### config.mk
export PLATFORM = sky130hd
export DESIGN_NAME = dust_sensor_frame_parser_core_flat
export DESIGN_NICKNAME = d
export VERILOG_FILES = /design/src/dsfp_pkg.sv /design/src/dsfp_channel_if.sv /design/src/dsfp_parser.sv /design/src/dsfp_rsp_reg.sv /design/src/dust_sensor_frame_parser_core.sv /design/src/flat_wrapper.sv
export SDC_FILE = /design/constraint.sdc
export NUM_CORES = 1
export LEC_CHECK = 0
export BUFFER_PORTS_ARGS = -buffer_cell sky130_fd_sc_hd__buf_2
export CORE_MARGIN = 1
export CORE_UTILIZATION = 35
export DETAILED_ROUTE_END_ITERATION = 7
export HOLD_SLACK_MARGIN = 0.02
export PLACE_DENSITY_LB_ADDON = 0.2
export SLEW_MARGIN = 15
export SYNTH_ARGS = -nofsm -noshare
export SYNTH_HDL_FRONTEND = slang
export SYNTH_SLANG_ARGS = --single-unit
### constraint.sdc
create_clock -name clock -period 2.4 [get_ports clock]
set_clock_uncertainty 0.1 [all_clocks]
set_input_delay 0.24 -clock clock [delete_from_list [all_inputs] [get_ports clock]]
set_output_delay 0.24 -clock clock [all_outputs]
set_load 0.005 [all_outputs]
### src/dsfp_pkg.sv
// shared types and constants for the dust sensor frame parser
package dsfp_pkg;

   localparam logic [7:0] HEADER_BYTE    = 8'h16;
   localparam int         VALUE_HIGH_POS = 3;
   localparam int         VALUE_LOW_POS  = 4;
   localparam int         LENGTH_OUT_W   = 6;
   localparam int         VALUE_W        = 16;

   typedef enum logic [3:0] {
      PH_HUNT  = 4'b0001,
      PH_LEN   = 4'b0010,
      PH_DATA  = 4'b0100,
      PH_CHECK = 4'b1000
   } phase_type;

   typedef struct packed {
      logic                    checksum_ok;
      logic [LENGTH_OUT_W-1:0] payload_length;
      logic [VALUE_W-1:0]      particle_value;
   } result_type;

   typedef struct packed {
      logic       valid;
      result_type data;
   } emit_type;

endpackage

### src/dsfp_channel_if.sv
// request and response channel interfaces
interface dsfp_req_if;
   logic       valid;
   logic       ready;
   logic [7:0] rx_byte;

   modport source (output valid, output rx_byte, input ready);
   modport sink (input valid, input rx_byte, output ready);
endinterface

interface dsfp_rsp_if;
   logic                              valid;
   logic                              ready;
   logic                              checksum_ok;
   logic [dsfp_pkg::LENGTH_OUT_W-1:0] payload_length;
   logic [dsfp_pkg::VALUE_W-1:0]      particle_value;

   modport source (output valid, output checksum_ok, output payload_length,
                   output particle_value, input ready);
   modport sink (input valid, input checksum_ok, input payload_length,
                 input particle_value, output ready);
endinterface

### src/dsfp_parser.sv
// frame state machine with running sum and value byte capture
module dsfp_parser #(
   parameter int MAX_PAYLOAD = 32
) (
   input  logic               clock,
   input  logic               reset,
   input  logic               byte_accept,
   input  logic [7:0]         rx_byte,
   output logic               at_check,
   output dsfp_pkg::emit_type emit
);

   localparam int LEN_W = $clog2(MAX_PAYLOAD + 1);
   localparam logic [7:0]       MAX_LEN  = 8'(MAX_PAYLOAD);
   localparam logic [LEN_W-1:0] POS_HIGH = LEN_W'(dsfp_pkg::VALUE_HIGH_POS);
   localparam logic [LEN_W-1:0] POS_LOW  = LEN_W'(dsfp_pkg::VALUE_LOW_POS);

   dsfp_pkg::phase_type phase_ff, phase_in;
   logic [7:0]       sum_ff, sum_in;
   logic [LEN_W-1:0] length_ff, length_in;
   logic [LEN_W-1:0] pos_ff, pos_in;
   logic [7:0]       high_ff, high_in;
   logic [7:0]       low_ff, low_in;
   logic [7:0]       sum_add;
   logic [LEN_W-1:0] pos_next;
   logic [7:0]       length_wide;

   assign sum_add     = sum_ff + rx_byte;
   assign pos_next    = pos_ff + LEN_W'(1);
   assign length_wide = 8'(length_ff);
   assign at_check    = (phase_ff == dsfp_pkg::PH_CHECK);

   always_comb begin
      phase_in  = phase_ff;
      sum_in    = sum_ff;
      length_in = length_ff;
      pos_in    = pos_ff;
      high_in   = high_ff;
      low_in    = low_ff;
      if (byte_accept) begin
         unique case (phase_ff)
            dsfp_pkg::PH_HUNT: begin
               sum_in = rx_byte;
               if (rx_byte == dsfp_pkg::HEADER_BYTE) phase_in = dsfp_pkg::PH_LEN;
            end
            dsfp_pkg::PH_LEN: begin
               sum_in = sum_add;
               if (rx_byte <= MAX_LEN) begin
                  length_in = rx_byte[LEN_W-1:0];
                  pos_in    = '0;
                  phase_in  = (rx_byte != 8'd0) ? dsfp_pkg::PH_DATA : dsfp_pkg::PH_CHECK;
               end else begin
                  phase_in = dsfp_pkg::PH_HUNT;
               end
            end
            dsfp_pkg::PH_DATA: begin
               sum_in = sum_add;
               if (pos_ff == POS_HIGH) high_in = rx_byte;
               else if (pos_ff == POS_LOW) low_in = rx_byte;
               pos_in = pos_next;
               if (pos_next >= length_ff) phase_in = dsfp_pkg::PH_CHECK;
            end
            dsfp_pkg::PH_CHECK: begin
               sum_in   = sum_add;
               phase_in = dsfp_pkg::PH_HUNT;
            end
            default: begin
               phase_in = dsfp_pkg::PH_HUNT;
            end
         endcase
      end
   end

   // result is formed in the same cycle the checksum byte arrives
   always_comb begin
      emit.valid                    = byte_accept && at_check;
      emit.data.checksum_ok         = (sum_add == 8'd0);
      emit.data.payload_length      = length_wide[dsfp_pkg::LENGTH_OUT_W-1:0];
      emit.data.particle_value      = {high_ff, low_ff};
   end

   always_ff @(posedge clock) begin
      if (reset) begin
         phase_ff  <= dsfp_pkg::PH_HUNT;
         sum_ff    <= '0;
         length_ff <= '0;
         pos_ff    <= '0;
         high_ff   <= '0;
         low_ff    <= '0;
      end else begin
         phase_ff  <= phase_in;
         sum_ff    <= sum_in;
         length_ff <= length_in;
         pos_ff    <= pos_in;
         high_ff   <= high_in;
         low_ff    <= low_in;
      end
   end

endmodule

### src/dsfp_rsp_reg.sv
// output register holding one finished result until taken
module dsfp_rsp_reg (
   input  logic                 clock,
   input  logic                 reset,
   input  dsfp_pkg::emit_type   emit,
   input  logic                 out_ready,
   output logic                 out_valid,
   output dsfp_pkg::result_type out_data
);

   logic                 valid_ff, valid_in;
   dsfp_pkg::result_type data_ff, data_in;

   always_comb begin
      valid_in = valid_ff && !out_ready;
      data_in  = data_ff;
      if (emit.valid) begin
         valid_in = 1'b1;
         data_in  = emit.data;
      end
   end

   always_ff @(posedge clock) begin
      if (reset) begin
         valid_ff <= 1'b0;
      end else begin
         valid_ff <= valid_in;
      end
   end

   always_ff @(posedge clock) begin
      data_ff <= data_in;
   end

   assign out_valid = valid_ff;
   assign out_data  = data_ff;

endmodule

### src/dust_sensor_frame_parser_core.sv
// dust sensor frame parser top level
//
//   channel  dir  payload                                      role
//   req_if   in   rx_byte[7:0]                                 one serial byte
//   rsp_if   out  checksum_ok, payload_length[5:0],            one per frame
//                 particle_value[15:0]
//
// one byte per cycle except when a checksum byte stalls; the result appears in the
// cycle after its checksum byte is taken, held in the single output register.
// synchronous reset returns the parser to header hunting with cleared state.
// while a result waits, bytes that finish no frame are still taken; only a
// checksum byte stalls until the output register drains.
module dust_sensor_frame_parser_core #(
   parameter int MAX_PAYLOAD = 32
) (
   input logic        clock,
   input logic        reset,
   dsfp_req_if.sink   req_if,
   dsfp_rsp_if.source rsp_if
);

   logic                 at_check;
   logic                 byte_accept;
   logic                 out_valid;
   dsfp_pkg::emit_type   emit;
   dsfp_pkg::result_type out_data;

   assign req_if.ready = !at_check || !out_valid || rsp_if.ready;
   assign byte_accept  = req_if.valid && req_if.ready;

   dsfp_parser #(
      .MAX_PAYLOAD(MAX_PAYLOAD)
   ) u_parser (
      .clock      (clock),
      .reset      (reset),
      .byte_accept(byte_accept),
      .rx_byte    (req_if.rx_byte),
      .at_check   (at_check),
      .emit       (emit)
   );

   dsfp_rsp_reg u_rsp_reg (
      .clock    (clock),
      .reset    (reset),
      .emit     (emit),
      .out_ready(rsp_if.ready),
      .out_valid(out_valid),
      .out_data (out_data)
   );

   assign rsp_if.valid          = out_valid;
   assign rsp_if.checksum_ok    = out_data.checksum_ok;
   assign rsp_if.payload_length = out_data.payload_length;
   assign rsp_if.particle_value = out_data.particle_value;

endmodule

### src/flat_wrapper.sv
// flat-port wrapper written by rule: the top's interface ports become plain ports
module dust_sensor_frame_parser_core_flat 
#(
   parameter int MAX_PAYLOAD = 32
)
  (clock, reset, req_if_valid, req_if_rx_byte, req_if_ready, rsp_if_valid, rsp_if_checksum_ok, rsp_if_payload_length, rsp_if_particle_value, rsp_if_ready);
  dsfp_req_if req_if_i ();
  dsfp_rsp_if rsp_if_i ();
  input logic clock;
  input logic reset;
  input wire logic [$bits(req_if_i.valid)-1:0] req_if_valid;
  input wire logic [$bits(req_if_i.rx_byte)-1:0] req_if_rx_byte;
  output wire logic [$bits(req_if_i.ready)-1:0] req_if_ready;
  output wire logic [$bits(rsp_if_i.valid)-1:0] rsp_if_valid;
  output wire logic [$bits(rsp_if_i.checksum_ok)-1:0] rsp_if_checksum_ok;
  output wire logic [$bits(rsp_if_i.payload_length)-1:0] rsp_if_payload_length;
  output wire logic [$bits(rsp_if_i.particle_value)-1:0] rsp_if_particle_value;
  input wire logic [$bits(rsp_if_i.ready)-1:0] rsp_if_ready;
  assign req_if_i.valid = req_if_valid;
  assign req_if_i.rx_byte = req_if_rx_byte;
  assign req_if_ready = req_if_i.ready;
  assign rsp_if_valid = rsp_if_i.valid;
  assign rsp_if_checksum_ok = rsp_if_i.checksum_ok;
  assign rsp_if_payload_length = rsp_if_i.payload_length;
  assign rsp_if_particle_value = rsp_if_i.particle_value;
  assign rsp_if_i.ready = rsp_if_ready;
  dust_sensor_frame_parser_core #(.MAX_PAYLOAD(MAX_PAYLOAD)) u_core (.clock(clock), .reset(reset), .req_if(req_if_i), .rsp_if(rsp_if_i));
endmodule
==> impl_metrics.ini <==
[status]
status = finished, final reports clean

[setup_path]
worstPathRequired_ns = 2.48
rr_worst_depth = 6
cp_max_fo = 2
critPathArrivalTime_ns = 2.43
rr_endpoint = u_core.u_rsp_reg.out_data[22]
crit_path_start_kind = flip-flop
crit_type = reg2reg
critPathCaptureType = flip-flop
r2r_setup_slack_ns = 0.05
rr_startpoint = u_core.u_parser.sum_ff[0]

[yosys]
ys.flop_type = dfxtp_1
synth_seq_area_share_pct = 50.6
synth.area.mux_share_pct = 9.76
ys_seq_elements = 64
synth_compound_area_share_pct = 11.1
synth-xor-area-share_pct = 3.52
synth_adder_area_share_pct = 6.95
synth_warnings = 0
netlist_area_um2 = 2990
synth-async-reset-ratio_pct = 0
synth_enable_flop_cells = 23
synth_top_family_by_area = simple AND/OR/NAND/NOR gates
syn_nets = 302
syn_inst = 274
yosys.area_share.simple_pct = 15.0
synth_top_area_share_pct = 27.5
postSynthAreaPerCell_um2 = 10.9
synth_top_cell_by_area = dfxtp_1
synth_area_leaders = dfxtp_1, edfxtp_1, mux2i_1
ys_types = 48

[finish]
syn_to_final_growth_pct = 23.6
fin_nets = 362
antennaDiodeCount = 0
drive_above_1_share_pct = 28.0
num-fill-cells = 769
stdcell_area_um2 = 3690

[floorplan]
row_count = 33
start_util_pct = 36.3
die-area_um2 = 8910
die_h_um = 94.4
coreArea_um2 = 8220
io_pins = 37
die_w_um = 94.4

[routing]
dr_wl_met3_um = 324
drcViolationCount = 0
highest_layer = met4
routed_wl_mm = 6.44
num_vias = 2211
via_per_inst = 4.98
firstDrtPassIters = 4
wl_per_cell_um = 14.5
dr.first_iter.drc_count = 114
wl_met1_mm = 3.21
detail-route-antenna-nets = 0
dr_wl_met2_mm = 2.84

[cts]
cts_made_buffers = 9
clk_path_buf_depth = 2
cts_setup_buffers = 0
clock_sinks = 64
path_clk_slew_ns = 0.08
root_buffer = clkbuf_8
clk_latency_ns = 0.34
cts_tree = built
htree_levels = 3

[timing]
relSlewSlack_pct = 57.4
hold_viol_final = 0
drv_slew = 0
totalNegativeSetupSlack_ns = 0
setup-violations-final = 0
finalCriticalPeriod_ns = 2.35
fin_crit_sh_pct = 97.8
max_freq_ghz = 0.426
worst_pin_slew_ns = 0.634

[place]
portBuffers = 36
place.gp.congestion = 0.804
hpwl_mm = 4.59
post_dp_cell_area_um2 = 3430

[global_route]
grt_max_degree = 24
grt-ovfl-total = 0
grt_pass1_wl_mm = 10.5
grt_pass1_vias = 2081
grt_usage_pct = 15.8
antenna_found_initial = 0

[hold_path]
min_to = u_core.u_rsp_reg.out_valid
worstHoldStart = req_if_valid
whs_path_depth = 3
hp-class = in2reg

[power]
power_density_nw_per_um2 = 815
leakagePower_nw = 1.66
peakVddDrop_mv = 0.276

[job]
cap_violations = 0
-- final cells by class --
| cell class | instances | area [um^2] | share of cell area (%) |
|---|---|---|---|
| flip-flops and latches | 64 | 1510 | 41.0 |
| multi-input cells | 190 | 1420 | 38.6 |
| repair buffers | 59 | 365 | 9.90 |
| clock buffers | 10 | 138 | 3.73 |
| well taps | 105 | 131 | 3.56 |
| clock inverters | 6 | 82.6 | 2.24 |
| inverters | 10 | 37.5 | 1.02 |
-- Yosys cell counts (all sizes together), types with 7 or more instances --
library cell  count
xor2              7
nor2             37
ha               15
nand3             8
inv              10
dfxtp            41
mux2i            28
o21ai             9
nor3              9
nand2            11
edfxtp           23
a21oi            12
-- per-layer routing --
metal	vias up	track usage (%)
met1	1023	21.7
met4	0	5.64
met5	-	0
li1	1124	-
met3	6	4.19
met2	58	23.8
-- power breakdown --
group / leakage, nW / internal (mW) / switching [mW]
registers: 0.593 / 1.18 / 0.0576
clock network: 0.114 / 0.608 / 0.423
logic: 0.949 / 0.342 / 0.391
total: 1.66 / 2.13 / 0.872
-- how the worst max path moves through the flow --
stage | startpoint | to | slack [ns] | depth (start not counted)
6_report | u_core.u_parser.sum_ff[0] | u_core.u_rsp_reg.out_data[22] | 0.05 | 6
5_1_grt | u_core.u_parser.sum_ff[0] | u_core.u_rsp_reg.out_data[22] | -0.01 | 6
4_1_cts | u_core.u_parser.pos_ff[0] | u_core.u_parser.phase_ff[0] | 0.02 | 9
3_5_place_dp | req_if_rx_byte[0] | u_core.u_rsp_reg.out_data[22] | -0.03 | 7
3_3_place_gp | req_if_rx_byte[0] | u_core.u_rsp_reg.out_data[22] | 0.01 | 7
2_1_floorplan | u_core.u_parser.pos_ff[0] | u_core.u_parser.phase_ff[1] | 0.12 | 9
-- state kept, by name, indices dropped and copies added (netlist names) --
signal	cells
u_core.u_rsp_reg.out_data	23
u_core.u_parser.high_ff	8
u_core.u_parser.low_ff	8
u_core.u_parser.sum_ff	8
u_core.u_parser.length_ff	6
u_core.u_parser.pos_ff	6
u_core.u_parser.phase_ff	4
u_core.u_rsp_reg.out_valid	1
-- cells in the final DEF, fill, tap and decap left out, drive strengths merged, types with 2 or more instances in the layout --
| master | count |
|---|---|
| a311oi | 3 |
| o21ai | 9 |
| a31oi | 2 |
| nor2 | 37 |
| or4 | 3 |
| buf | 59 |
| dfxtp | 41 |
| bufinv | 2 |
| a211oi | 6 |
| a22o | 4 |
| nand2 | 11 |
| clkinv | 4 |
| nor4 | 3 |
| xor2 | 7 |
| edfxtp | 23 |
| a21oi | 12 |
| inv | 10 |
| nand3 | 8 |
| and3 | 2 |
| nor3 | 9 |
| nand2b | 3 |
| or3 | 2 |
| xnor2 | 5 |
| ha | 15 |
| a21o | 3 |
| or4b | 4 |
| mux2i | 28 |
| clkbuf | 10 |
-- through the flow --
stage | power [mW] | hold slack [ns] | cells | setup slack, ns | util (%)
after global routing | 3.18 | 0.0833 | 444 | -0.00983 | 44.9
final | 3.01 | 0.0688 | 444 | 0.0521 | 44.9
after global placement | 1.97 | 0.316 | 428 | 0.0135 | 41.7
after CTS | 3.00 | 0.0562 | 444 | 0.0208 | 44.4
after floorplan | 1.78 | 0.280 | 274 | 0.120 | -
after detailed placement | 1.97 | 0.319 | 428 | -0.0301 | 41.7
-- kinds of logic (layout without fill, tap and decap cells) --
logic type / Yosys count / count (layout)
and+or+nand+nor: 87 / 87
DFF: 64 / 64
AOI/OAI and AO/OA: 46 / 46
muxes: 29 / 29
buffers and inverters: 20 / 85
adders and majority gates: 16 / 16
xor gates and xnor gates: 12 / 12
-- worst max-delay path, cell delays in order, from the launching register on --
cell and delay [ns]:
dfxtp_1 0.32, ha_1 0.21, fa_2 0.37, xor2_1 0.17, or3_1 0.31, or4_1 0.53, nor3_2 0.18
-- what timing repair did --
action                                  4_1_cts  5_1_grt
gates resized for setup                       0       11
endpoints found under the setup margin        0        5
hold buffers                                  0        0
(Power assumes the default switching activity.)
